<file path="src/sv/pkvsm_pkg.sv">
// Shared constants, types and helper functions for the paged KV slot mapper.
// Used by every module of the block except pkvsm_ram; depends on nothing.
package pkvsm_pkg;

   // Table geometry.
   localparam int MAX_REQUESTS           = 256;
   localparam int MAX_BLOCKS_PER_REQUEST = 64;
   localparam int BLOCK_ID_BITS          = 24;
   localparam int ROW_BITS               = $clog2(MAX_REQUESTS);
   localparam int TBL_COL_BITS           = $clog2(MAX_BLOCKS_PER_REQUEST);
   localparam int TABLE_DEPTH            = MAX_REQUESTS * MAX_BLOCKS_PER_REQUEST;

   // Field widths of the channels.
   localparam int REQ_W   = 8;
   localparam int COL_W   = 6;
   localparam int ENTRY_W = 24;
   localparam int POS_W   = 24;
   localparam int SEQ_W   = 25;
   localparam int SLOT_W  = 35;

   // Configuration register widths.
   localparam int BS_W   = 11;
   localparam int LEN_W  = 25;
   localparam int BPR_W  = 7;
   localparam int PAD_W  = 32;
   localparam int ACT_W  = 9;

   // Product of a block id and the block size.
   localparam int PROD_W = BLOCK_ID_BITS + BS_W;

   // Divider: quotient bits resolved per pipeline stage.
   localparam int DIV_BITS_PER_STAGE = 2;
   localparam int DIV_STAGES         = POS_W / DIV_BITS_PER_STAGE;

   // Configuration port.
   localparam int NUM_REGS    = 5;
   localparam int CSR_DATA_W  = 32;
   localparam int CSR_IDX_LSB = 2;
   localparam int CSR_ADDR_W  = $clog2(NUM_REGS * 4);
   localparam int CSR_IDX_W   = CSR_ADDR_W - CSR_IDX_LSB;

   localparam logic [CSR_IDX_W-1:0] REG_BLOCK_SIZE      = CSR_IDX_W'(0);
   localparam logic [CSR_IDX_W-1:0] REG_MAX_MODEL_LEN   = CSR_IDX_W'(1);
   localparam logic [CSR_IDX_W-1:0] REG_BLOCKS_PER_REQ  = CSR_IDX_W'(2);
   localparam logic [CSR_IDX_W-1:0] REG_PAD_VALUE       = CSR_IDX_W'(3);
   localparam logic [CSR_IDX_W-1:0] REG_ACTIVE_REQUESTS = CSR_IDX_W'(4);

   // Reset values of the registers.
   localparam logic [BS_W-1:0]  RST_BLOCK_SIZE      = BS_W'(16);
   localparam logic [LEN_W-1:0] RST_MAX_MODEL_LEN   = LEN_W'(4096);
   localparam logic [BPR_W-1:0] RST_BLOCKS_PER_REQ  = BPR_W'(64);
   localparam logic [PAD_W-1:0] RST_PAD_VALUE       = '1;
   localparam logic [ACT_W-1:0] RST_ACTIVE_REQUESTS = '0;

   // Positions never exceed the position field, so the limit is capped there.
   localparam logic [LEN_W-1:0] POS_LIMIT_CAP = LEN_W'(1) << POS_W;

   localparam logic KIND_WRITE   = 1'b0;
   localparam logic KIND_COMPUTE = 1'b1;

   // Effective configuration as seen by the datapath.
   typedef struct packed {
      logic [BS_W-1:0]         block_size;
      logic [LEN_W-1:0]        limit;
      logic [TBL_COL_BITS-1:0] last_column;
      logic [PAD_W-1:0]        pad_value;
      logic [ACT_W-1:0]        active_requests;
   } cfg_type;

   // One item as it travels down the pipeline.
   typedef struct packed {
      logic               kind;
      logic [REQ_W-1:0]   request;
      logic [COL_W-1:0]   column;
      logic [ENTRY_W-1:0] entry;
      logic               padded;
      logic               wrap;
      logic [POS_W-1:0]   next_pos;
      logic [SEQ_W-1:0]   new_seq;
   } item_type;

   // Partial quotient and remainder of the divider.
   typedef struct packed {
      logic [BS_W-1:0]  rem;
      logic [POS_W-1:0] quo;
   } quot_type;

   // One restoring division step: returns the quotient bit on top of the
   // new remainder.
   function automatic logic [BS_W:0] div_step(input logic [BS_W-1:0] rem,
                                               input logic            din,
                                               input logic [BS_W-1:0] divisor);
      logic [BS_W:0] trial;
      logic [BS_W:0] diff;
      trial = {rem, din};
      diff  = trial - {1'b0, divisor};
      if (trial >= {1'b0, divisor}) begin
         return {1'b1, diff[BS_W-1:0]};
      end
      return {1'b0, trial[BS_W-1:0]};
   endfunction

endpackage

</file>
<file path="src/sv/pkvsm_div.sv">
// Pipelined restoring divider: next position over block size, DIV_BITS_PER_STAGE
// quotient bits per stage. Depends on pkvsm_pkg; the item rides along.
module pkvsm_div (
   input  logic                          clock,
   input  logic                          reset,
   input  logic                          advance,
   input  logic [pkvsm_pkg::BS_W-1:0]    divisor,
   input  logic                          in_valid,
   input  pkvsm_pkg::item_type           in_item,
   output logic                          out_valid,
   output pkvsm_pkg::item_type           out_item,
   output pkvsm_pkg::quot_type           out_quot
);

   localparam int NST = pkvsm_pkg::DIV_STAGES;

   logic                valid_ff [NST];
   pkvsm_pkg::item_type item_ff  [NST];
   pkvsm_pkg::quot_type quot_ff  [NST];
   pkvsm_pkg::quot_type quot_in  [NST];

   for (genvar k = 0; k < NST; k++) begin : g_stage
      localparam int HI = pkvsm_pkg::POS_W - 1 - pkvsm_pkg::DIV_BITS_PER_STAGE * k;

      logic                prev_valid;
      pkvsm_pkg::item_type prev_item;
      pkvsm_pkg::quot_type prev_quot;

      if (k == 0) begin : g_first
         assign prev_valid = in_valid;
         assign prev_item  = in_item;
         assign prev_quot  = '0;
      end else begin : g_next
         assign prev_valid = valid_ff[k-1];
         assign prev_item  = item_ff[k-1];
         assign prev_quot  = quot_ff[k-1];
      end

      // The dividend bits are taken from the item's position, most significant first.
      always_comb begin
         logic [pkvsm_pkg::BS_W:0]  step;
         logic [pkvsm_pkg::BS_W-1:0] rem_v;
         logic [pkvsm_pkg::POS_W-1:0] quo_v;
         rem_v = prev_quot.rem;
         quo_v = prev_quot.quo;
         for (int j = 0; j < pkvsm_pkg::DIV_BITS_PER_STAGE; j++) begin
            step          = pkvsm_pkg::div_step(rem_v, prev_item.next_pos[HI-j], divisor);
            quo_v[HI-j]   = step[pkvsm_pkg::BS_W];
            rem_v         = step[pkvsm_pkg::BS_W-1:0];
         end
         quot_in[k].rem = rem_v;
         quot_in[k].quo = quo_v;
      end

      always_ff @(posedge clock) begin
         if (reset) begin
            valid_ff[k] <= 1'b0;
         end else if (advance) begin
            valid_ff[k] <= prev_valid;
         end
      end

      always_ff @(posedge clock) begin
         if (advance) begin
            item_ff[k] <= prev_item;
            quot_ff[k] <= quot_in[k];
         end
      end
   end

   assign out_valid = valid_ff[NST-1];
   assign out_item  = item_ff[NST-1];
   assign out_quot  = quot_ff[NST-1];

endmodule

</file>
<file path="config.mk">
export PLATFORM = sky130hd
export DESIGN_NAME = pkvsm_div
export DESIGN_NICKNAME = d
export VERILOG_FILES = /design/src/sv/pkvsm_pkg.sv /design/src/sv/pkvsm_div.sv
export SDC_FILE = /design/constraint.sdc
export NUM_CORES = 1
export LEC_CHECK = 0
export ABC_CLOCK_PERIOD_IN_PS = 7320
export BUFFER_PORTS_ARGS = -buffer_cell sky130_fd_sc_hd__buf_2
export CAP_MARGIN = 20
export CORE_AREA = 5 5 382 384
export CTS_CLUSTER_DIAMETER = 80
export DETAILED_ROUTE_END_ITERATION = 12
export DIE_AREA = 0 0 387 389
export PLACE_DENSITY = 0.51
export SYNTH_ARGS = -nofsm -noshare
export SYNTH_HDL_FRONTEND = slang
export SYNTH_SLANG_ARGS = --single-unit
</file>
<file path="constraint.sdc">
create_clock -name clock -period 7.32 [get_ports clock]
set_input_delay 1.464 -clock clock [delete_from_list [all_inputs] [get_ports clock]]
set_output_delay 1.464 -clock clock [all_outputs]
set_load 0.02 [all_outputs]
</file>
==> summary.md <==
| Metric | Value |
|---|---|
| Min-Delay Path Depth | 0 |
| Count of flip-flops with a built-in enable after synthesis | 1380 |
| Leftover overflow at the end of global routing | 0 |
| Slowest cell on the critical path | sky130_fd_sc_hd__or2_2 |
| Global-route wire length before repair | 160 mm |
| Count of final hold-check violations | 0 |
| Core Region | 142000 µm² |
| Layout Skew | a little under 0.06 ns |
| Cells traversed along the worst timing path | buf_2 > clkinv_1 > buf_4 > buf_4 > ha_1 > a21oi_1 > o21ai_0 > nand2_1 > o211a_1 > or2_2 > o21ai_0 > ha_1 > nor2b_1 > o21ai_0 > a21oi_1 > o22ai_1 > o2111a_1 > o211a_1 > mux2_2 |
| Detailed-route via count | 28600 |
| Number of H-tree levels | 4 |
| Clk sink count | 1380 |
| Run status | complete, no violations |
| Number of iterations in the first detailed-routing pass | 5 |
| Post-synthesis area per instance | 17.0 µm² |
| Max Fanout on Critical Path | 12 |
| Routed Wire Length | 104 mm |
| Most prevalent standard cell on the critical path | sky130_fd_sc_hd__o21ai_0 |
| Number of flip-flops and latches in the synthesized netlist | 1380 |
| Number of core rows | about 140 |
| Number of gates resized after cts | 0 |
| Yosys cell types | 78 |
| Average via count per standard cell | between 4 and 5 |
| CTS Hold Bufs | 0 |
| Top FF cell, synth | sky130_fd_sc_hd__edfxtp_1 |
| Data required time at the worst endpoint | 7.80 ns |
| Post-synthesis instance area | about 56000 µm² |
| P_leak | approximately 24 nW |
| DRC violation total after the first TritonRoute iteration | 1862 |
| Number of warning messages in the yosys log | 0 |
| Share of Yosys cell area claimed by the top area cell type | 0.734 |
| Unrepaired setup endpoints after global routing | no |
| Post-layout nets | 4124 |
| Routed wire per std cell | 18.0 µm |
| Clk root buf | sky130_fd_sc_hd__clkbuf_16 |
| VDD IR max | 0.253 mV |
| PD cells | 469 nW/µm² |
| Most frequent cells after synthesis | sky130_fd_sc_hd__edfxtp_1, sky130_fd_sc_hd__ha_1, sky130_fd_sc_hd__mux2_2 |
| Number of instances in the synthesized netlist | 3324 |
| Post-detailed-placement half-perimeter wirelength | 66.3 mm |
| Filler Cells Inserted | 12300 |
| Initial antenna violation count | 17 |
| Register-to-Register Setup Slack | 2.14 ns |
| Setup crit start kind | primary input |
| Final-report setup violation count | 0 |
| Max-cap violations | 0 |
| Die boundary height | between 300 and 400 µm |
| Capture point of the worst reg-to-reg path | quot_ff[1][65] |
| Kind of end point of the critical path | register |
| WP data arrival | 6.44 ns |
| Number of buffers added on ports | 230 |
| Clock tree from TritonCTS | yes |
| Number of global-route vias before repair | 28000 |
| Routed Antenna Nets | 0 |
| Clock Latency Late Sink | 0.78 ns |
| Tcrit/Tclk final | 0.814 |
| Cts bufs inserted | 152 |
| Io pins | about 230 |
| Kind of critical path | primary input to register |
| Die W | 387 µm |
| Worst reg2reg path startpoint | item_ff[1][38] |
| Slew Limit Headroom | 0.327 |
| Hold/Removal Path Class | register to register |
| Remaining routing DRC violations | 0 |
| Worst slew pin tran | 1.01 ns |
| Leading cell type by number of instances after synthesis | sky130_fd_sc_hd__edfxtp_1 |
| Hold path startpoint | item_ff[1][304] |
| Delay of the slowest critical-path stage | 0.42 ns |
| Fmax | 0.168 GHz |
| Max-slew violation total from the final report | 0 |
| Summed negative setup slack over all endpoints | 0 ns |
| Proportion of synthesized chip area in sequential cells | 0.734 |
| Clock transition at the registers of the reported paths | 0.06 ns |
| Post-CTS setup repair buffer count | 0 |
| Total placed instance area | 60400 µm² |
| Final std cell area, no fill | 65400 µm² |
| Die area | around 150000 µm² |
| Library cell occupying the most area in the post-synthesis netlist | sky130_fd_sc_hd__edfxtp_1 |
| Proportion of register bits with asynchronous set or reset after synthesis | 0 |
| Number of nets produced by synthesis | 3707 |
| Global routing usage summed across all routing layers | 0.136 |
| Endpoint of the worst hold path | item_ff[2][34] |
| Min Clock Period, post-route | ~6.0 ns |
| Worst-case setup slack after placement | 0.589 ns |
| Initial core utilization | 0.396 |
| PnR worst setup slack | 1.36 ns |
| Post-synthesis to final-layout area growth | 15.9% |
| Cell depth of the worst flop-to-flop path | 17 |
| Placer congestion estimate | 0.818 |
| Max clock buf depth | 3 |
| Maximum number of pins on one net before global-route repair | about 180 |
| Area contributors post-synth | sky130_fd_sc_hd__edfxtp_1, sky130_fd_sc_hd__ha_1, sky130_fd_sc_hd__mux2_2, sky130_fd_sc_hd__xnor2_1, sky130_fd_sc_hd__nor2_1 |
| Share of final-layout standard cells stronger than drive strength 1 | 0.194 |
-- logic make-up after synthesis --
| kind of cell | after synthesis | synth area share |
|---|---|---|
| AO/OA/AOI/OAI | 479 | 0.0607 |
| AND/OR/NAND/NOR | 594 | 0.0544 |
| flip-flops | 1380 | 0.734 |
| adder cells (fa/ha/maj) | 278 | 0.0647 |
| XOR/XNOR | 169 | 0.0262 |
| buffers and inverters | 188 | 0.0132 |
| multiplexers | 236 | 0.0463 |
-- metal layers --
metal | global-route usage | vias to the layer above | wire length, µm
li1 | - | 13900 | -
met1 | 0.184 | 13900 | 47800
met2 | 0.213 | 599 | 47800
met3 | 0.0343 | 210 | 5470
met4 | 0.0481 | 4 | 3010
met5 | 0 | - | 28
-- registers in the layout, indices dropped and copies added (netlist names) --
name,cells
quot_ff,288
valid_ff,12
item_ff,1080
-- through the flow --
| stage | hold slack [ns] | utilization | instances | power (mW) |
|---|---|---|---|---|
| 2_1_floorplan | 0.400 | - | 3324 | 20.5 |
| 3_3_place_gp | 0.400 | 0.424 | 5490 | 23.4 |
| 3_5_place_dp | 0.405 | 0.424 | 5490 | 23.4 |
| 4_1_cts | 0.369 | 0.459 | 5771 | 31.1 |
| 5_1_grt | 0.387 | 0.459 | 5773 | 32.7 |
| 6_report | 0.373 | 0.459 | 5777 | 30.7 |
-- critical path, delay by kind of cell --
family          cells  cell delay (ns)
compound gates      9             2.11
mux                 1             0.40
simple gates        3             0.65
fa+ha+maj           2             0.70
buf+inv             4             1.10
-- how the worst max path moves through the flow --
stage                     startpoint              end  cells past startpoint
after floorplan           divisor[3]  quot_ff[1][100]                     19
after global routing      divisor[5]   quot_ff[1][65]                     19
after global placement    divisor[0]   quot_ff[0][98]                     19
after detailed placement  divisor[0]  quot_ff[0][100]                     19
after CTS                 divisor[5]   quot_ff[1][65]                     19
final                     divisor[5]   quot_ff[1][65]                     19
-- cells in the final DEF (no fill, tap or decap), drive strengths merged, types with 12 or more instances in the layout --
| master | count |
|---|---|
| nand2 | 77 |
| clkinv | 78 |
| mux2 | 179 |
| a31oi | 24 |
| nor3 | 76 |
| and2 | 21 |
| mux2i | 57 |
| fa | 23 |
| a21oi | 124 |
| inv | 162 |
| ha | 255 |
| edfxtp | 1380 |
| nor4 | 25 |
| a21o | 38 |
| a311oi | 16 |
| nor2b | 41 |
| o21ai | 92 |
| nand2b | 25 |
| o2111ai | 12 |
| nand3 | 34 |
| or3 | 13 |
| a211oi | 18 |
| a2111oi | 16 |
| nand3b | 13 |
| buf | 296 |
| xnor2 | 120 |
| o2111a | 13 |
| nor2 | 166 |
| a31o | 12 |
| or2 | 20 |
| o21a | 18 |
| xor2 | 49 |
| nand4 | 40 |
| o211ai | 24 |
| clkbuf | 181 |
-- layout make-up --
| type | count | area (µm²) | share of cell area |
|---|---|---|---|
| Sequential cell | 1380 | 41400 | 0.634 |
| Multi-Input combinational cell | 1756 | 14200 | 0.218 |
| Clock buffer | 181 | 3960 | 0.0605 |
| Tap cell | 1903 | 2380 | 0.0364 |
| Timing Repair Buffer | 296 | 1800 | 0.0275 |
| Clock inverter | 100 | 990 | 0.0151 |
| Inverter | 155 | 584 | 0.00893 |
| Antenna cell | 6 | 15.0 | 0.000230 |
-- where the power goes --
part,internal (mW),leakage [nW],switching (mW)
Combinational,6.04,7.97,6.56
Sequential,10.3,13.5,0.460
Clock,4.24,2.38,3.14
Power figures use the tool's default switching activity.
