<file path="src/sv/pkvsm_pkg.sv">
// Shared constants, types and helper functions for the paged KV slot mapper.
// Used by every module of the block except pkvsm_ram; depends on nothing.
package pkvsm_pkg;

   // Table geometry.
   localparam int MAX_REQUESTS           = 256;
   localparam int MAX_BLOCKS_PER_REQUEST = 64;
   localparam int BLOCK_ID_BITS          = 24;
   localparam int ROW_BITS               = $clog2(MAX_REQUESTS);
   localparam int TBL_COL_BITS           = $clog2(MAX_BLOCKS_PER_REQUEST);
   localparam int TABLE_DEPTH            = MAX_REQUESTS * MAX_BLOCKS_PER_REQUEST;

   // Field widths of the channels.
   localparam int REQ_W   = 8;
   localparam int COL_W   = 6;
   localparam int ENTRY_W = 24;
   localparam int POS_W   = 24;
   localparam int SEQ_W   = 25;
   localparam int SLOT_W  = 35;

   // Configuration register widths.
   localparam int BS_W   = 11;
   localparam int LEN_W  = 25;
   localparam int BPR_W  = 7;
   localparam int PAD_W  = 32;
   localparam int ACT_W  = 9;

   // Product of a block id and the block size.
   localparam int PROD_W = BLOCK_ID_BITS + BS_W;

   // Divider: quotient bits resolved per pipeline stage.
   localparam int DIV_BITS_PER_STAGE = 2;
   localparam int DIV_STAGES         = POS_W / DIV_BITS_PER_STAGE;

   // Configuration port.
   localparam int NUM_REGS    = 5;
   localparam int CSR_DATA_W  = 32;
   localparam int CSR_IDX_LSB = 2;
   localparam int CSR_ADDR_W  = $clog2(NUM_REGS * 4);
   localparam int CSR_IDX_W   = CSR_ADDR_W - CSR_IDX_LSB;

   localparam logic [CSR_IDX_W-1:0] REG_BLOCK_SIZE      = CSR_IDX_W'(0);
   localparam logic [CSR_IDX_W-1:0] REG_MAX_MODEL_LEN   = CSR_IDX_W'(1);
   localparam logic [CSR_IDX_W-1:0] REG_BLOCKS_PER_REQ  = CSR_IDX_W'(2);
   localparam logic [CSR_IDX_W-1:0] REG_PAD_VALUE       = CSR_IDX_W'(3);
   localparam logic [CSR_IDX_W-1:0] REG_ACTIVE_REQUESTS = CSR_IDX_W'(4);

   // Reset values of the registers.
   localparam logic [BS_W-1:0]  RST_BLOCK_SIZE      = BS_W'(16);
   localparam logic [LEN_W-1:0] RST_MAX_MODEL_LEN   = LEN_W'(4096);
   localparam logic [BPR_W-1:0] RST_BLOCKS_PER_REQ  = BPR_W'(64);
   localparam logic [PAD_W-1:0] RST_PAD_VALUE       = '1;
   localparam logic [ACT_W-1:0] RST_ACTIVE_REQUESTS = '0;

   // Positions never exceed the position field, so the limit is capped there.
   localparam logic [LEN_W-1:0] POS_LIMIT_CAP = LEN_W'(1) << POS_W;

   localparam logic KIND_WRITE   = 1'b0;
   localparam logic KIND_COMPUTE = 1'b1;

   // Effective configuration as seen by the datapath.
   typedef struct packed {
      logic [BS_W-1:0]         block_size;
      logic [LEN_W-1:0]        limit;
      logic [TBL_COL_BITS-1:0] last_column;
      logic [PAD_W-1:0]        pad_value;
      logic [ACT_W-1:0]        active_requests;
   } cfg_type;

   // One item as it travels down the pipeline.
   typedef struct packed {
      logic               kind;
      logic [REQ_W-1:0]   request;
      logic [COL_W-1:0]   column;
      logic [ENTRY_W-1:0] entry;
      logic               padded;
      logic               wrap;
      logic [POS_W-1:0]   next_pos;
      logic [SEQ_W-1:0]   new_seq;
   } item_type;

   // Partial quotient and remainder of the divider.
   typedef struct packed {
      logic [BS_W-1:0]  rem;
      logic [POS_W-1:0] quo;
   } quot_type;

   // One restoring division step: returns the quotient bit on top of the
   // new remainder.
   function automatic logic [BS_W:0] div_step(input logic [BS_W-1:0] rem,
                                               input logic            din,
                                               input logic [BS_W-1:0] divisor);
      logic [BS_W:0] trial;
      logic [BS_W:0] diff;
      trial = {rem, din};
      diff  = trial - {1'b0, divisor};
      if (trial >= {1'b0, divisor}) begin
         return {1'b1, diff[BS_W-1:0]};
      end
      return {1'b0, trial[BS_W-1:0]};
   endfunction

endpackage

</file>
<file path="src/sv/pkvsm_prep.sv">
// Input register and position/length update stage of the slot mapper.
// Depends on pkvsm_pkg; feeds the divider with one item_type per cycle while advance is high.
module pkvsm_prep (
   input  logic                            clock,
   input  logic                            reset,
   input  logic                            advance,
   input  logic                            req_valid,
   input  logic                            req_kind,
   input  logic [pkvsm_pkg::REQ_W-1:0]     req_request,
   input  logic [pkvsm_pkg::COL_W-1:0]     req_table_column,
   input  logic [pkvsm_pkg::ENTRY_W-1:0]   req_entry_block,
   input  logic [pkvsm_pkg::POS_W-1:0]     req_position,
   input  logic [pkvsm_pkg::SEQ_W-1:0]     req_seq_length,
   input  pkvsm_pkg::cfg_type              cfg,
   output logic                            out_valid,
   output pkvsm_pkg::item_type             out_item
);

   logic                            in_valid_ff;
   logic                            in_kind_ff;
   logic [pkvsm_pkg::REQ_W-1:0]     in_request_ff;
   logic [pkvsm_pkg::COL_W-1:0]     in_column_ff;
   logic [pkvsm_pkg::ENTRY_W-1:0]   in_entry_ff;
   logic [pkvsm_pkg::POS_W-1:0]     in_pos_ff;
   logic [pkvsm_pkg::SEQ_W-1:0]     in_seq_ff;

   logic                            item_valid_ff;
   pkvsm_pkg::item_type             item_ff;
   pkvsm_pkg::item_type             item_in;

   logic [pkvsm_pkg::LEN_W-1:0]     pos_inc;
   logic [pkvsm_pkg::SEQ_W:0]       seq_inc;
   logic [pkvsm_pkg::SEQ_W:0]       seq_raw;
   logic [pkvsm_pkg::POS_W-1:0]     cpos;
   logic [pkvsm_pkg::SEQ_W-1:0]     nseq;
   logic                            padded;
   logic                            wrap;

   always_ff @(posedge clock) begin
      if (reset) begin
         in_valid_ff   <= 1'b0;
         item_valid_ff <= 1'b0;
      end else if (advance) begin
         in_valid_ff   <= req_valid;
         item_valid_ff <= in_valid_ff;
      end
   end

   always_ff @(posedge clock) begin
      if (advance) begin
         in_kind_ff    <= req_kind;
         in_request_ff <= req_request;
         in_column_ff  <= req_table_column;
         in_entry_ff   <= req_entry_block;
         in_pos_ff     <= req_position;
         in_seq_ff     <= req_seq_length;
         item_ff       <= item_in;
      end
   end

   always_comb begin
      padded  = ({1'b0, in_request_ff} >= cfg.active_requests) ||
                (32'(in_request_ff) >= pkvsm_pkg::MAX_REQUESTS);
      pos_inc = {1'b0, in_pos_ff} + pkvsm_pkg::LEN_W'(1);
      wrap    = pos_inc >= cfg.limit;
      cpos    = wrap ? '0 : pos_inc[pkvsm_pkg::POS_W-1:0];
      seq_inc = {1'b0, in_seq_ff} + (pkvsm_pkg::SEQ_W + 1)'(1);
      // On a wrap the sequence restarts at one; either way it saturates at the limit.
      seq_raw = wrap ? (pkvsm_pkg::SEQ_W + 1)'(1) : seq_inc;
      nseq    = (seq_raw > {1'b0, cfg.limit}) ? cfg.limit : seq_raw[pkvsm_pkg::SEQ_W-1:0];

      item_in.kind     = in_kind_ff;
      item_in.request  = in_request_ff;
      item_in.column   = in_column_ff;
      item_in.entry    = in_entry_ff;
      item_in.padded   = padded;
      item_in.wrap     = wrap;
      item_in.next_pos = padded ? in_pos_ff : cpos;
      item_in.new_seq  = padded ? in_seq_ff : nseq;
   end

   assign out_valid = item_valid_ff;
   assign out_item  = item_ff;

endmodule

</file>
<file path="config.mk">
export PLATFORM = sky130hd
export DESIGN_NAME = pkvsm_prep
export DESIGN_NICKNAME = d
export VERILOG_FILES = /design/src/sv/pkvsm_pkg.sv /design/src/sv/pkvsm_prep.sv
export SDC_FILE = /design/constraint.sdc
export NUM_CORES = 1
export LEC_CHECK = 0
export BUFFER_PORTS_ARGS = -buffer_cell sky130_fd_sc_hd__buf_2
export CAP_MARGIN = 25
export CORE_AREA = 2 2 162 164
export DETAILED_ROUTE_END_ITERATION = 7
export DIE_AREA = 0 0 164 166
export PLACE_DENSITY = 0.62
export SLEW_MARGIN = 20
export SYNTH_ARGS = -nofsm -noshare
export SYNTH_HDL_FRONTEND = slang
export SYNTH_SLANG_ARGS = --single-unit
</file>
<file path="constraint.sdc">
create_clock -name clock -period 5.7 [get_ports clock]
set_input_delay 0.285 -clock clock [delete_from_list [all_inputs] [get_ports clock]]
set_output_delay 0.285 -clock clock [all_outputs]
set_load 0.005 [all_outputs]
</file>
==> impl_metrics.csv, run 1 <==
group,metric,value,unit
status,run_status,"complete, no violations",
power_and_ir_drop,leakage,4.60,nW
yosys,synth_edf_count,178,
placed_design,io_buffers,216,
critical_path,cp-start-kind,"flop",
yosys,ys_types,54,
clock_network,h-tree-depth,4,
floorplanning,die_x,164,um
critical_path,cp-end-kind,"flop",
routing,route.detailed.drc,0,
critical_path,crit_arrival,5.53,ns
routing,num_vias,6200,
job,maxCapViolations,0,
floorplanning,dieArea,0.0272,mm^2
yosys,yosysMostFrequentCell,"edfxtp_1",
yosys,yosys.area.top_type,"edfxtp_1",
placed_design,dp_hpwl,16900,um
clock_network,cts-root-buf,"clkbuf_16",
critical_path,worstSetupPathType,"reg -> reg",
yosys,synth_seq_area_share,0.616,
critical_path,r2r.worst_path.cells,25,
layout,syn_to_final_growth,26.5,%
clock_network,path_clk_slew,0.08,ns
clock_network,cts.sinks,180,
min_path,hold_class,"in -> reg",
routing,drt-wirelength-per-cell,17.6,um
critical_path,worst-path-max-fanout,7,
layout,fill_cells,2404,
layout,layout-drive-gt1-share,0.324,
critical_path,cpPeakStageDelay,0.47,ns
routing,wl,22400,um
routing,dr.first_iter.drc_count,341,
floorplanning,rows,59,
clock_network,clk_latency,0.43,ns
timing,fin_skew,0.0167,ns
grt,antenna_found_initial,3,
critical_path,cp_num_cells,25,
yosys,synth_common_cells,"edfxtp_1, nand2_1, ha_1",
layout,nNetsFinal,1159,
timing,finalCritPeriodShare,0.926,
floorplanning,die_height,166,um
grt,overflow,0,
critical_path,critical-path-slowest-cell,"or3_4",
critical_path,crit_family,"simple AND/OR/NAND/NOR gates",
timing,slew_violations,0,
clock_network,cts_tree,"yes",
placed_design,gp_congestion,0.843,
critical_path,required,5.96,ns
grt,first_global_vias,6262,
critical_path,path_buf_inv,3,
layout,fin_cells,1274,
yosys,netlist_area,0.00874,mm^2
yosys,synthDominantCellAreaShare,0.611,
yosys,ys_warn_count,0,
yosys,ys_seq_elements,180,
grt,grt_max_degree,76,
timing,slew_headroom,0.417,
floorplanning,pin_count,266,
power_and_ir_drop,p_per_area,311,mW/mm^2
floorplanning,start_util,0.341,
timing,hold-worst-slack,0.0189,ns
timing,finalSetupViolations,0,
routing,dr.pass1.iters,5,
timing,hold_viol,0,
min_path,worstHoldPathCells,1,
timing,fmax,190,MHz
clock_network,cts_buffer_depth,2,
grt,grt_pass1_wl,34400,um
power_and_ir_drop,vdd.ir_drop.worst,257,uV
yosys,ys_async_sr_fraction,0,
yosys,netlist_top_cells_area,"edfxtp_1, ha_1, nand2_1",
timing,tns,0,ns
yosys,synthFlopType,"edfxtp_1",
timing,tightestPinTransition,0.871,ns
yosys,avgSynthCellArea,12.8,um^2
timing,period_minus_slack,5.28,ns
grt,grt_usage,0.167,
yosys,syn_inst,683,
timing,rsz0062_at_grt,"no",
clock_network,cts_inserted_buffers,17,
placed_design,dpl.cell_count,1237,
routing,vias_per_cell,4.87,
routing,antenna_left,0,
floorplanning,fp.coreArea,0.0256,mm^2
yosys,synth_nets,918,
[power breakdown]
part | internal (W) | switching (W)
registers | 0.00161 | 0.0000656
logic | 0.000246 | 0.000301
clock network | 0.000605 | 0.000613
[final timing paths]
kind	slack [ns]	start	endpoint
setup / recovery	0.42	in_pos_ff[0]$_DFFE_PP_	out_item[24]$_DFFE_PP_
hold / removal	0.02	req_table_column[3]	in_column_ff[3]$_DFFE_PP_
setup reg to reg	0.42	in_pos_ff[0]$_DFFE_PP_	out_item[24]$_DFFE_PP_
hold reg to reg	0.42	in_entry_ff[6]$_DFFE_PP_	out_item[57]$_DFFE_PP_
[placed cells by master, fill, tap and decap left out, drive strengths merged, types with 8 or more instances in the layout]
cell,instances
o21ai,28
clkinv,8
a22o,11
o221ai,19
and3,9
ha,60
nor3,16
xnor2,15
clkbuf,17
a21o,10
nand2,68
nand4,14
nor2,40
xor2,26
buf,245
inv,48
nand3,26
a21oi,30
edfxtp,178
[repair_timing]
item | 4_1_cts | 5_1_grt
hold endpoints to repair | 2 | 0
setup buffers | 0 | 1
hold buffers | 2 | 0
gates resized for setup | 1 | 10
pin swaps | 0 | 2
endpoints found under the setup margin | 8 | 25
[state kept, by name (all words and copies together) (netlist names)]
name and flops:
in_request_ff 8, out_item 90, out_valid 1, in_pos_ff 24, in_entry_ff 24, in_kind_ff 1
in_seq_ff 25, in_column_ff 6, in_valid_ff 1
[worst register-to-register path: stages, from the launching register on]
cell and delay [ns]:
edfxtp_1 0.42, ha_1 0.19, nand2_1 0.10, nor3_2 0.19
nand2_2 0.13, nor3_2 0.24, nand3_1 0.17, xnor2_1 0.17
ha_1 0.29, nand4_1 0.16, nor3_2 0.23, o21a_1 0.15
o31a_1 0.16, nor2_1 0.08, inv_2 0.15, buf_4 0.16
nor2_1 0.05, ha_1 0.18, a2111oi_1 0.35, o21ai_1 0.13
a21o_1 0.19, o31ai_1 0.24, a21oi_2 0.15, or3_4 0.47
buf_12 0.17, o221ai_2 0.16
[kinds of logic (layout without fill, tap and decap cells)]
| logic type | after synthesis | in the layout | share of synthesized area |
|---|---|---|---|
| simple gates | 209 | 209 | 0.119 |
| flops | 180 | 180 | 0.616 |
| compound gates | 124 | 124 | 0.104 |
| buf+inv | 67 | 321 | 0.0318 |
| fa+ha+maj | 60 | 60 | 0.0859 |
| xor+xnor | 41 | 41 | 0.0411 |
| mux | 2 | 2 | 0.00229 |
| other cells | 0 | 2 | 0 |
[layer usage]
| layer | vias up | wire (um) | track usage |
|---|---|---|---|
| met2 | 223 | 10600 | 0.273 |
| li1 | 3060 | - | - |
| met5 | - | 24 | 0 |
| met3 | 22 | 1870 | 0.0547 |
| met4 | 4 | 310 | 0.0393 |
| met1 | 2891 | 9580 | 0.214 |
[area by class of cell]
class	count	area, um^2	share of cell area
repair buffers	247	1360	0.123
flip-flops and latches	180	5390	0.487
inverters	42	160	0.0145
clock inverters	15	200	0.0181
multi-input cells	436	3110	0.281
clock buffers	17	425	0.0385
diodes	2	5.00	0.000452
well taps	335	419	0.0379
[through the flow]
step                total power (W)   util  area, um^2  setup WS [ns]
floorplan                   0.00198      -        8750         0.0291
global placement            0.00223  0.405       10400          0.114
detailed placement          0.00224  0.405       10400         0.0254
CTS                         0.00347  0.430       11000         0.0462
global route                0.00360  0.432       11100         0.0355
finish                      0.00344  0.432       11100          0.424
Note: power is estimated with default switching activity, not from simulation.
==> run 2: changes to the inputs <==
GPL_TIMING_DRIVEN = 0   (was not set)
==> run 2 against run 1 <==
Effect of this change: clock power is essentially flat; sequential power is essentially flat; register-to-register slack lost 0.28 ns; combinational power grew 29%; total power grew 5.0%; clock skew grew 0.0031 ns.
==> impl_metrics.csv, run 2 (same netlist as run 1, synthesis figures left out) <==
group,metric,value,unit
status,run_status,"complete, no violations",
clock_network,path_clk_slew,0.09,ns
layout,fill_cells,2328,
timing,slew_violations,0,
layout,finish.instance_area,0.0120,mm^2
routing,dr.first_iter.drc_count,441,
routing,route.detailed.drc,0,
critical_path,required,5.87,ns
timing,rsz0062_at_grt,"yes",
timing,fmax,180,MHz
floorplanning,fp.coreArea,0.0256,mm^2
clock_network,cts_inserted_buffers,17,
routing,drt-wirelength-per-cell,18.1,um
routing,antenna_left,0,
clock_network,cts_tree,"yes",
clock_network,cts-root-buf,"clkbuf_16",
floorplanning,die_height,166,um
layout,largest_reg_flops,90,
routing,vias_per_cell,4.91,
floorplanning,die_x,164,um
critical_path,worst-path-max-fanout,10,
floorplanning,start_util,0.341,
critical_path,worstSetupPathType,"reg -> reg",
placed_design,io_buffers,216,
grt,grt_max_degree,106,
placed_design,dp_hpwl,17300,um
routing,wl,24300,um
clock_network,h-tree-depth,4,
grt,grt_pass1_wl,35600,um
layout,multiInputGateArea,0.00341,mm^2
timing,fin_skew,0.0197,ns
power_and_ir_drop,power,0.00361,W
grt,grt_usage,0.175,
grt,first_global_vias,6446,
clock_network,cts.sinks,180,
layout,final-seq-area,0.00539,mm^2
layout,fin_cells,1340,
placed_design,dpl.cell_count,1235,
routing,dr.pass1.iters,5,
floorplanning,dieArea,0.0272,mm^2
layout,post-route-util,0.470,
routing,num_vias,6581,
power_and_ir_drop,leakage,5.04,nW
grt,overflow,0,
timing,hold_viol,0,
critical_path,cp-end-kind,"flop",
floorplanning,rows,59,
placed_design,gp_congestion,0.841,
layout,final_cell_mix,"buf_2, edfxtp_1, nand2_1",
critical_path,cp-start-kind,"flop",
clock_network,clk_latency,0.45,ns
timing,period_minus_slack,5.55,ns
layout,nNetsFinal,1226,
power_and_ir_drop,vdd.ir_drop.worst,173,uV
timing,tightestPinTransition,0.695,ns
floorplanning,pin_count,266,
power_and_ir_drop,p_per_area,300,mW/mm^2
critical_path,crit_arrival,5.72,ns
timing,finalCritPeriodShare,0.974,
placed_design,place_area,0.0103,mm^2
grt,antenna_found_initial,5,
timing,finalSetupViolations,0,
job,maxCapViolations,0,
timing,slew_headroom,0.536,
min_path,hold_class,"in -> reg",
layout,layout-drive-gt1-share,0.361,
clock_network,cts_buffer_depth,2,
layout,syn_to_final_growth,37.6,%
layout,layout_commonest_cell,"buf_2",
-- run 2: repair_timing --
action / in CTS / in global routing
gates cloned: 0 / 2
endpoints found under the hold margin: 26 / 5
pin swaps: 11 / 26
gates resized for setup: 46 / 43
setup buffers: 17 / 24
endpoints found under the setup margin: 25 / 25
hold buffers: 25 / 5
-- run 2: final cells by class --
class,instances,area share
antenna,1,0.000208
buffer,24,0.0160
clock buffer,17,0.0354
clock inverter,15,0.0178
inverter,42,0.0133
multi-input combinational,436,0.284
sequential,180,0.448
tap,335,0.0348
timing repair buffer,290,0.151
-- run 2: path summary, 6_finish.rpt --
kind	startpoint	endpoint	slack (ns)	cells after the start
max reg2reg	in_pos_ff[0]$_DFFE_PP_	out_item[6]$_DFFE_PP_	0.15	27
min reg2reg	in_entry_ff[22]$_DFFE_PP_	out_item[73]$_DFFE_PP_	0.42	0
max	in_pos_ff[0]$_DFFE_PP_	out_item[6]$_DFFE_PP_	0.15	27
min	req_entry_block[23]	in_entry_ff[23]$_DFFE_PP_	0.02	1
-- run 2: critical path, cell delays in order, from the launching register on --
cell	delay [ns]
edfxtp_1	0.45
ha_4	0.20
nand2_4	0.06
nor3_4	0.22
nand2_2	0.14
nor3_4	0.26
nand3_2	0.14
xnor2_2	0.17
ha_1	0.30
nand4_1	0.16
nor3_4	0.26
o21a_1	0.14
o31a_1	0.20
nor2_4	0.06
inv_2	0.08
buf_8	0.12
clkbuf_4	0.25
a21oi_1	0.08
ha_1	0.33
nand4_1	0.19
nor4_4	0.42
and2_4	0.22
a21oi_2	0.04
buf_8	0.14
o21ai_4	0.24
buf_8	0.19
buf_12	0.11
o221ai_4	0.11
-- run 2: stage by stage --
step	hold slack [ns]	setup slack (ns)	TNS, ns
6_report	0.0151	0.148	0
4_1_cts	0.000259	0.0336	0
3_5_place_dp	0.405	-1.44	-33.22
5_1_grt	0.00111	-0.120	-1.86
2_1_floorplan	0.357	0.0291	0
3_3_place_gp	0.400	-1.30	-29.55
-- run 2: layer usage --
metal / vias up / routed length (um) / global-route usage
li1: 3201 / - / -
met1: 3067 / 10300 / 0.217
met2: 271 / 11400 / 0.286
met3: 34 / 2150 / 0.0669
met4: 8 / 397 / 0.0469
met5: - / 42 / 0
-- run 2: power by group --
| part | internal, W | switching (W) |
|---|---|---|
| Sequential | 0.00160 | 0.0000605 |
| Clock | 0.000616 | 0.000622 |
| Combinational | 0.000335 | 0.000369 |
