## src/sv/pkvsm_pkg.sv

```systemverilog
// Shared constants, types and helper functions for the paged KV slot mapper.
// Used by every module of the block except pkvsm_ram; depends on nothing.
package pkvsm_pkg;

   // Table geometry.
   localparam int MAX_REQUESTS           = 256;
   localparam int MAX_BLOCKS_PER_REQUEST = 64;
   localparam int BLOCK_ID_BITS          = 24;
   localparam int ROW_BITS               = $clog2(MAX_REQUESTS);
   localparam int TBL_COL_BITS           = $clog2(MAX_BLOCKS_PER_REQUEST);
   localparam int TABLE_DEPTH            = MAX_REQUESTS * MAX_BLOCKS_PER_REQUEST;

   // Field widths of the channels.
   localparam int REQ_W   = 8;
   localparam int COL_W   = 6;
   localparam int ENTRY_W = 24;
   localparam int POS_W   = 24;
   localparam int SEQ_W   = 25;
   localparam int SLOT_W  = 35;

   // Configuration register widths.
   localparam int BS_W   = 11;
   localparam int LEN_W  = 25;
   localparam int BPR_W  = 7;
   localparam int PAD_W  = 32;
   localparam int ACT_W  = 9;

   // Product of a block id and the block size.
   localparam int PROD_W = BLOCK_ID_BITS + BS_W;

   // Divider: quotient bits resolved per pipeline stage.
   localparam int DIV_BITS_PER_STAGE = 2;
   localparam int DIV_STAGES         = POS_W / DIV_BITS_PER_STAGE;

   // Configuration port.
   localparam int NUM_REGS    = 5;
   localparam int CSR_DATA_W  = 32;
   localparam int CSR_IDX_LSB = 2;
   localparam int CSR_ADDR_W  = $clog2(NUM_REGS * 4);
   localparam int CSR_IDX_W   = CSR_ADDR_W - CSR_IDX_LSB;

   localparam logic [CSR_IDX_W-1:0] REG_BLOCK_SIZE      = CSR_IDX_W'(0);
   localparam logic [CSR_IDX_W-1:0] REG_MAX_MODEL_LEN   = CSR_IDX_W'(1);
   localparam logic [CSR_IDX_W-1:0] REG_BLOCKS_PER_REQ  = CSR_IDX_W'(2);
   localparam logic [CSR_IDX_W-1:0] REG_PAD_VALUE       = CSR_IDX_W'(3);
   localparam logic [CSR_IDX_W-1:0] REG_ACTIVE_REQUESTS = CSR_IDX_W'(4);

   // Reset values of the registers.
   localparam logic [BS_W-1:0]  RST_BLOCK_SIZE      = BS_W'(16);
   localparam logic [LEN_W-1:0] RST_MAX_MODEL_LEN   = LEN_W'(4096);
   localparam logic [BPR_W-1:0] RST_BLOCKS_PER_REQ  = BPR_W'(64);
   localparam logic [PAD_W-1:0] RST_PAD_VALUE       = '1;
   localparam logic [ACT_W-1:0] RST_ACTIVE_REQUESTS = '0;

   // Positions never exceed the position field, so the limit is capped there.
   localparam logic [LEN_W-1:0] POS_LIMIT_CAP = LEN_W'(1) << POS_W;

   localparam logic KIND_WRITE   = 1'b0;
   localparam logic KIND_COMPUTE = 1'b1;

   // Effective configuration as seen by the datapath.
   typedef struct packed {
      logic [BS_W-1:0]         block_size;
      logic [LEN_W-1:0]        limit;
      logic [TBL_COL_BITS-1:0] last_column;
      logic [PAD_W-1:0]        pad_value;
      logic [ACT_W-1:0]        active_requests;
   } cfg_type;

   // One item as it travels down the pipeline.
   typedef struct packed {
      logic               kind;
      logic [REQ_W-1:0]   request;
      logic [COL_W-1:0]   column;
      logic [ENTRY_W-1:0] entry;
      logic               padded;
      logic               wrap;
      logic [POS_W-1:0]   next_pos;
      logic [SEQ_W-1:0]   new_seq;
   } item_type;

   // Partial quotient and remainder of the divider.
   typedef struct packed {
      logic [BS_W-1:0]  rem;
      logic [POS_W-1:0] quo;
   } quot_type;

   // One restoring division step: returns the quotient bit on top of the
   // new remainder.
   function automatic logic [BS_W:0] div_step(input logic [BS_W-1:0] rem,
                                               input logic            din,
                                               input logic [BS_W-1:0] divisor);
      logic [BS_W:0] trial;
      logic [BS_W:0] diff;
      trial = {rem, din};
      diff  = trial - {1'b0, divisor};
      if (trial >= {1'b0, divisor}) begin
         return {1'b1, diff[BS_W-1:0]};
      end
      return {1'b0, trial[BS_W-1:0]};
   endfunction

endpackage

```

## src/sv/pkvsm_csr.sv

```systemverilog
// Configuration registers of the slot mapper behind an APB-style port.
// Depends on pkvsm_pkg; presents the effective settings as a cfg_type struct.
module pkvsm_csr (
   input  logic                              clock,
   input  logic                              reset,
   input  logic                              csr_psel,
   input  logic                              csr_penable,
   input  logic                              csr_pwrite,
   input  logic [pkvsm_pkg::CSR_ADDR_W-1:0]  csr_paddr,
   input  logic [pkvsm_pkg::CSR_DATA_W-1:0]  csr_pwdata,
   output logic [pkvsm_pkg::CSR_DATA_W-1:0]  csr_prdata,
   output logic                              csr_pready,
   output pkvsm_pkg::cfg_type                cfg
);

   logic [pkvsm_pkg::BS_W-1:0]  block_size_ff;
   logic [pkvsm_pkg::LEN_W-1:0] max_model_len_ff;
   logic [pkvsm_pkg::BPR_W-1:0] blocks_per_req_ff;
   logic [pkvsm_pkg::PAD_W-1:0] pad_value_ff;
   logic [pkvsm_pkg::ACT_W-1:0] active_requests_ff;

   logic                             wr_en;
   logic [pkvsm_pkg::CSR_IDX_W-1:0]  reg_idx;

   assign csr_pready = 1'b1;
   assign wr_en      = csr_psel && csr_penable && csr_pwrite;
   assign reg_idx    = csr_paddr[pkvsm_pkg::CSR_ADDR_W-1:pkvsm_pkg::CSR_IDX_LSB];

   always_ff @(posedge clock) begin
      if (reset) begin
         block_size_ff      <= pkvsm_pkg::RST_BLOCK_SIZE;
         max_model_len_ff   <= pkvsm_pkg::RST_MAX_MODEL_LEN;
         blocks_per_req_ff  <= pkvsm_pkg::RST_BLOCKS_PER_REQ;
         pad_value_ff       <= pkvsm_pkg::RST_PAD_VALUE;
         active_requests_ff <= pkvsm_pkg::RST_ACTIVE_REQUESTS;
      end else if (wr_en) begin
         unique case (reg_idx)
            pkvsm_pkg::REG_BLOCK_SIZE: begin
               block_size_ff <= csr_pwdata[pkvsm_pkg::BS_W-1:0];
            end
            pkvsm_pkg::REG_MAX_MODEL_LEN: begin
               max_model_len_ff <= csr_pwdata[pkvsm_pkg::LEN_W-1:0];
            end
            pkvsm_pkg::REG_BLOCKS_PER_REQ: begin
               blocks_per_req_ff <= csr_pwdata[pkvsm_pkg::BPR_W-1:0];
            end
            pkvsm_pkg::REG_PAD_VALUE: begin
               pad_value_ff <= csr_pwdata[pkvsm_pkg::PAD_W-1:0];
            end
            pkvsm_pkg::REG_ACTIVE_REQUESTS: begin
               active_requests_ff <= csr_pwdata[pkvsm_pkg::ACT_W-1:0];
            end
            default: begin
            end
         endcase
      end
   end

   always_comb begin
      unique case (reg_idx)
         pkvsm_pkg::REG_BLOCK_SIZE:      csr_prdata = pkvsm_pkg::CSR_DATA_W'(block_size_ff);
         pkvsm_pkg::REG_MAX_MODEL_LEN:   csr_prdata = pkvsm_pkg::CSR_DATA_W'(max_model_len_ff);
         pkvsm_pkg::REG_BLOCKS_PER_REQ:  csr_prdata = pkvsm_pkg::CSR_DATA_W'(blocks_per_req_ff);
         pkvsm_pkg::REG_PAD_VALUE:       csr_prdata = pkvsm_pkg::CSR_DATA_W'(pad_value_ff);
         pkvsm_pkg::REG_ACTIVE_REQUESTS: csr_prdata = pkvsm_pkg::CSR_DATA_W'(active_requests_ff);
         default:                        csr_prdata = '0;
      endcase
   end

   // A block size of zero acts as one, a limit is capped at the position
   // range, and the blocks in use are clamped to one through the table width.
   always_comb begin
      cfg.block_size = (block_size_ff == '0) ? pkvsm_pkg::BS_W'(1) : block_size_ff;
      cfg.limit      = (max_model_len_ff > pkvsm_pkg::POS_LIMIT_CAP) ?
                       pkvsm_pkg::POS_LIMIT_CAP : max_model_len_ff;
      if (blocks_per_req_ff == '0) begin
         cfg.last_column = '0;
      end else if (blocks_per_req_ff > pkvsm_pkg::BPR_W'(pkvsm_pkg::MAX_BLOCKS_PER_REQUEST)) begin
         cfg.last_column = pkvsm_pkg::TBL_COL_BITS'(pkvsm_pkg::MAX_BLOCKS_PER_REQUEST - 1);
      end else begin
         cfg.last_column = pkvsm_pkg::TBL_COL_BITS'(blocks_per_req_ff - pkvsm_pkg::BPR_W'(1));
      end
      cfg.pad_value       = pad_value_ff;
      cfg.active_requests = active_requests_ff;
   end

endmodule

```

## config.mk

```make
export PLATFORM = sky130hd
export DESIGN_NAME = pkvsm_csr
export DESIGN_NICKNAME = d
export VERILOG_FILES = /design/src/sv/pkvsm_pkg.sv /design/src/sv/pkvsm_csr.sv
export SDC_FILE = /design/constraint.sdc
export NUM_CORES = 1
export LEC_CHECK = 0
export BUFFER_PORTS_ARGS = -buffer_cell sky130_fd_sc_hd__buf_2
export CAP_MARGIN = 5
export CORE_MARGIN = 3
export CORE_UTILIZATION = 50
export CTS_CLUSTER_SIZE = 12
export DETAILED_ROUTE_END_ITERATION = 10
export HOLD_SLACK_MARGIN = 0.02
export PLACE_DENSITY = 0.8
export SYNTH_ARGS = -nofsm -noshare
export SYNTH_HDL_FRONTEND = slang
export SYNTH_SLANG_ARGS = --single-unit
```

## constraint.sdc

```tcl
create_clock -name clock -period 2.3 [get_ports clock]
set_input_delay 0.575 -clock clock [delete_from_list [all_inputs] [get_ports clock]]
set_output_delay 0.575 -clock clock [all_outputs]
set_load 0.005 [all_outputs]
```

==> results_dict.tcl, run 1 <==
set metrics [dict create \
    min_path_type "input pin to register" \
    coreArea_um2 8420 \
    dr_wl_met3_um 861 \
    rsz0062_at_grt "true" \
    place_inst 724 \
    p_leak_nw 2.66 \
    hold_viol 0 \
    r2r_slack_ns 1.43 \
    grt_max_degree 60 \
    r2r_end "max_model_len_ff[24]$_SDFFE_PP0P_" \
    yosys_warnings 0 \
    crit_required_ns 1.73 \
    die_x_um 100 \
    syn-cell-area_um2 4450 \
    diodes 0 \
    htreeDepth 3 \
    syn_nets 545 \
    layout-drive-gt1-share_pct 34.8 \
    drt-total-wl_um 13300 \
    arrival_ns 1.76 \
    cp-end-kind "output pin" \
    setup_ws_ns -0.0387 \
    holdPathEnd "max_model_len_ff[17]$_SDFFE_PP0P_" \
    port_buffers 154 \
    vias 4337 \
    num_rows 33 \
    power.total_mw 3.07 \
    worst_pin_slew_ns 0.527 \
    fin_worst_skew_ns 0 \
    synth.area.top_cells "dfxtp_1 (38%), mux2i_1 (13%), a211o_1 (6.3%), nand2b_1 (5.2%), and3_1 (4.6%)" \
    grt_remaining_overflow 0 \
    fill_cells 700 \
    area_growth_pct 27.2 \
    finalSetupViolCount 2 \
    cp_max_fo 3 \
    final_cells 746 \
    relSlewSlack_pct 64.7 \
    die_h_um 100 \
    io_pins 158 \
    place_congestion 0.906 \
    synth-main-ff-cell "dfxtp_1" \
    dieArea_um2 10100 \
    synth-async-reset-ratio_pct 0 \
    grt_pass1_wl_um 21700 \
    insertion_delay_ns 0.34 \
    min-delay-start "csr_pwdata[17]" \
    power.density_nw_per_um2 543 \
    synth_cells 501 \
    status "finished, violations left" \
    clkSinkCount 84 \
    initial_core_util_pct 52.8 \
    routed.top_layer "met4" \
    post-route-min-period_ns 2.34 \
    drv_slew 0 \
    crit_type "register to output pin" \
    dr.pass1.iters 6 \
    holdPathStages 3 \
    antenna_found_initial 0 \
    reg2reg_from "max_model_len_ff[24]$_SDFFE_PP0P_" \
    cap_violations 0 \
    yosysMostFrequentCell "dfxtp_1" \
    finalCritPeriodShare_pct 102 \
    yosys.area.top_type_share_pct 37.8 \
    ir_worst_vdd_mv 0.364 \
    drt_iter0_drc 253 \
    synth_top_cells_by_count "dfxtp_1 (84), mux2i_1 (57), clkbuf_1 (41), nand2b_1 (37), and3_1 (33)" \
    yosys.area.top_type "dfxtp_1" \
    cts-root-buf "clkbuf_8" \
    synth_edf_count 0 \
    met1_length_um 5480 \
    start_kind "register" \
    syn_area_per_cell_um2 8.88 \
    cts_tree "done" \
    final_nets 680 \
    cts_inserted_buffers 9 \
    drtAntennaViolNets 0 \
    drc_errors 0 \
    r2r_cells 2 \
    fmax_mhz 428 \
    clkTransAtPathRegs_ns 0.08 \
    route.met2.wl_um 6660 \
    wl_per_cell_um 17.8 \
    hold_ws_ns 0.483 \
    grtUsageTotal_pct 26.6 \
    dp_hpwl_um 9590 \
    viasPerCell 5.81 \
    violations "negative setup slack" \
    grt_pass1_vias 4391 \
    ys_seq_area_share_pct 37.8 \
    ys_ff_latch 84 \
    synthDistinctLibCells 45 \
    clock_path_buffers 2 \
]
==> critical path, stage by stage (launching register included) <==
cell and delay [ns]:
dfxtp_4 0.37, inv_4 0.07, ha_4 0.11, or3b_4 0.40
o41ai_4 0.24, o21ai_1 0.10, buf_2 0.13
==> layer usage <==
layer	track usage [%]	up-vias
met5	0	-
met4	11.5	0
met3	4.45	31
met2	45.1	197
met1	33.3	2074
li1	-	2035
==> registers in the layout, summed over array words and instances (netlist names) <==
register	count
pad_value_ff	32
max_model_len_ff	25
block_size_ff	11
active_requests_ff	9
blocks_per_req_ff	7
==> metrics by stage <==
step	setup WS [ns]	cell area, um2	TNS, ns	utilization [%]
global placement	0.00319	5310	0	63.0
floorplan	0.300	4450	0	-
global route	-0.122	5660	-0.406	67.2
CTS	-0.104	5620	-0.307	66.7
finish	-0.0387	5660	-0.0711	67.2
detailed placement	-0.0128	5310	-0.0128	63.0
==> logic make-up after synthesis <==
logic type	after synthesis	share of synthesized area, %
other	1	0.0843
AOI/OAI and AO/OA	109	16.5
buffers and inverters	67	7.20
xor gates and xnor gates	3	0.591
DFF	84	37.8
adders and majority gates	4	1.01
and+or+nand+nor	174	23.5
muxes	59	13.3
==> cell usage in the layout, fill, tap and decap left out, types with 2 or more instances in the layout <==
master	synthesis	layout
buf_2	10	153
dfxtp_1	84	82
mux2i_1	57	57
nand2b_1	37	36
and3_1	33	32
a211o_1	32	32
buf_4	11	31
nand3_1	28	28
nor2b_1	25	25
a21oi_1	24	24
nor2_1	23	23
o21ai_0	24	22
a2bb2oi_1	10	10
clkbuf_8	0	9
and2_1	8	8
o22ai_1	7	7
o21ai_1	5	7
buf_12	0	4
nor3b_2	1	3
clkbuf_1	41	3
bufinv_16	0	3
mux2_2	2	2
a22oi_1	2	2
xnor2_1	2	2
nand2_1	2	2
maj3_1	2	2
nor4_1	2	2
a211oi_1	2	2
nand3b_1	2	2
==> worst max-delay path by stage <==
stage	from	endpoint	slack (ns)
final	blocks_per_req_ff[0]$_SDFFE_PP0P_	cfg[43]	-0.04
after global routing	blocks_per_req_ff[1]$_SDFFE_PP0P_	cfg[45]	-0.12
after CTS	blocks_per_req_ff[1]$_SDFFE_PP0P_	cfg[43]	-0.10
after detailed placement	csr_paddr[3]	csr_prdata[3]	-0.01
after global placement	csr_paddr[3]	csr_prdata[0]	0.003
after floorplan	csr_paddr[3]	csr_prdata[0]	0.30
==> where the power goes <==
group | internal (mW) | switching, mW | total [mW]
clock | 0.724 | 0.521 | 1.24
combinational | 0.160 | 0.189 | 0.349
sequential | 1.47 | 0.0139 | 1.48
==> cell type report <==
cell class | instances | area, um2 | share of cell area [%]
clock buffer | 12 | 135 | 2.39
clock inverter | 4 | 97.6 | 1.72
inverter | 3 | 13.8 | 0.243
multi-input combinational | 350 | 2520 | 44.5
sequential | 84 | 1690 | 29.8
tap | 105 | 131 | 2.32
timing repair buffer | 188 | 1080 | 19.1
==> what timing repair did <==
item | in CTS | in global routing
pin swaps | 2 | 1
gates resized for setup | 15 | 5
hold buffers | 0 | 0
setup endpoints to repair | 8 | 7
setup buffers | 4 | 2
Power figures use the tool's default switching activity.
==> run 2, diff against run 1 <==
- REMOVE_ABC_BUFFERS: unset -> 1
==> run 2 against run 1 <==
Compared with the run above: the flow still finishes with violations (negative setup slack); sequential power barely moved; via count rose by 0.37%; core utilization rose by 1.2 points; largest cell class unchanged; clock power rose by 3%; register-to-register slack got worse by 0.11 ns; highest routed layer unchanged; non-clock buffer count rose by 2; first-iteration DRC count fell by 0.40%.
==> results_dict.tcl, run 2 (synthesis results as in run 1) <==
set metrics [dict create \
    cts_tree "done" \
    min_path_type "input pin to register" \
    initial_core_util_pct 52.8 \
    clock_path_buffers 2 \
    crit_required_ns 1.73 \
    dr.pass1.iters 5 \
    layout_common_cells "buf_2 (153), dfxtp_1 (81), mux2i_1 (57)" \
    wl_per_cell_um 18.4 \
    hold_viol 0 \
    status "finished, violations left" \
    reg_top3 "pad_value_ff (32), max_model_len_ff (25), block_size_ff (11)" \
    drt-total-wl_um 13800 \
    cap_violations 0 \
    holdPathStages 3 \
    postLayoutCellArea_um2 5760 \
    htreeDepth 3 \
    pre_cts_slack_ns 0.0230 \
    grt_pass1_wl_um 21800 \
    hold_buffers 0 \
    diodes 0 \
    r2r_end "blocks_per_req_ff[2]$_SDFFE_PP0P_" \
    port_buffers 154 \
    area_growth_pct 29.5 \
    dp_hpwl_um 9360 \
    viasPerCell 5.82 \
    relSlewSlack_pct 60.3 \
    violations "negative setup slack" \
    drtAntennaViolNets 0 \
    die_h_um 100 \
    io_pins 158 \
    drv_slew 0 \
    p_leak_nw 2.71 \
    final_common_cell "buf_2" \
    holdPathEnd "max_model_len_ff[12]$_SDFFE_PP1P_" \
    power.density_nw_per_um2 542 \
    clkTransAtPathRegs_ns 0.09 \
    fmax_mhz 420 \
    min-delay-start "csr_pwdata[12]" \
    antenna_found_initial 0 \
    cts_inserted_buffers 9 \
    arrival_ns 1.81 \
    ir_worst_vdd_mv 0.342 \
    clkSinkCount 84 \
    vias 4353 \
    num_rows 33 \
    drc_errors 0 \
    dieArea_um2 10100 \
    largest-register "pad_value_ff" \
    insertion_delay_ns 0.34 \
    largest_register_ff_count 32 \
    crit_type "register to output pin" \
    final_nets 682 \
    power.total_mw 3.12 \
    grt_max_degree 47 \
    setup_ws_ns -0.0823 \
    post-route-min-period_ns 2.38 \
    rsz0062_at_grt "true" \
    drt_iter0_drc 252 \
    finalCritPeriodShare_pct 104 \
    grt_remaining_overflow 0 \
    dpl-instance-area_um2 5350 \
    hold_ws_ns 0.472 \
    die_x_um 100 \
    layout-drive-gt1-share_pct 35.9 \
    worst_pin_slew_ns 0.594 \
    coreArea_um2 8420 \
    cp-end-kind "output pin" \
    finalSetupViolCount 3 \
    r2r_slack_ns 1.32 \
    r2r_cells 2 \
    grt_pass1_vias 4274 \
    start_kind "register" \
    fin_worst_skew_ns 0 \
    place_congestion 0.911 \
    cts-root-buf "clkbuf_8" \
    reg2reg_from "blocks_per_req_ff[2]$_SDFFE_PP0P_" \
    cp_max_fo 3 \
    grtUsageTotal_pct 27.0 \
]
-- run 2: cell count changes in the layout (fill, tap and decap cells not counted), sizes merged --
cell,previous run,this run
buf,188,189
clkbuf,12,11
clkinv,0,1
inv,3,4
-- run 2: worst max path at each step --
stage                                      start                                end  slack [ns]  cells past startpoint
4_1_cts        blocks_per_req_ff[1]$_SDFFE_PP0P_                            cfg[43]        -0.1                      6
2_1_floorplan                         csr_pwrite  blocks_per_req_ff[0]$_SDFFE_PP0P_       -0.43                      3
3_3_place_gp                        csr_paddr[3]                      csr_prdata[9]        0.04                      6
6_report       blocks_per_req_ff[1]$_SDFFE_PP0P_                            cfg[43]       -0.08                      7
5_1_grt        blocks_per_req_ff[1]$_SDFFE_PP0P_                            cfg[43]       -0.17                      7
3_5_place_dp                        csr_paddr[3]                      csr_prdata[2]        0.02                      6
-- run 2: cell type report --
| type | instances | area, um2 |
|---|---|---|
| Multi-Input combinational cell | 350 | 2550 |
| Inverter | 3 | 11.3 |
| Sequential cell | 84 | 1690 |
| Clock buffer | 10 | 128 |
| Tap cell | 105 | 131 |
| Fill cell | 645 | 2660 |
| Clock inverter | 6 | 111 |
| Timing Repair Buffer | 190 | 1140 |
-- run 2: through the flow --
stage | utilization, % | TNS (ns) | cells
global placement | 63.6 | 0 | 725
finish | 68.4 | -0.234 | 748
detailed placement | 63.6 | 0 | 725
floorplan | - | -9.44 | 437
CTS | 67.4 | -0.228 | 746
global route | 68.4 | -0.525 | 748
-- run 2: critical path, stage by stage, from the launching register on --
cell and delay, ns:
dfxtp_2 0.33, inv_2 0.08, ha_4 0.13, or3b_4 0.41, buf_6 0.13, nor3_4 0.15, o21ai_1 0.10, buf_2 0.14
-- run 2: where the power goes --
group,leakage (nW),internal (mW),switching [mW]
clock,0.117,0.725,0.555
sequential,0.681,1.47,0.0135
combinational,1.91,0.168,0.195
total,2.71,2.36,0.763
-- run 2: layer usage --
metal | GRT usage [%] | part of all wire [%] | vias to the layer above
li1 | - | - | 2040
met1 | 36.7 | 43 | 2064
met2 | 42.4 | 46 | 227
met3 | 6.74 | 9.5 | 22
met4 | 7.88 | 2.0 | 0
met5 | 0 | 0 | -
-- run 2: timing repair --
item,CTS,global route
pin swaps,2,5
gates cloned,0,0
gates resized for setup,14,14
endpoints found under the setup margin,6,14
buffers inserted,5,2
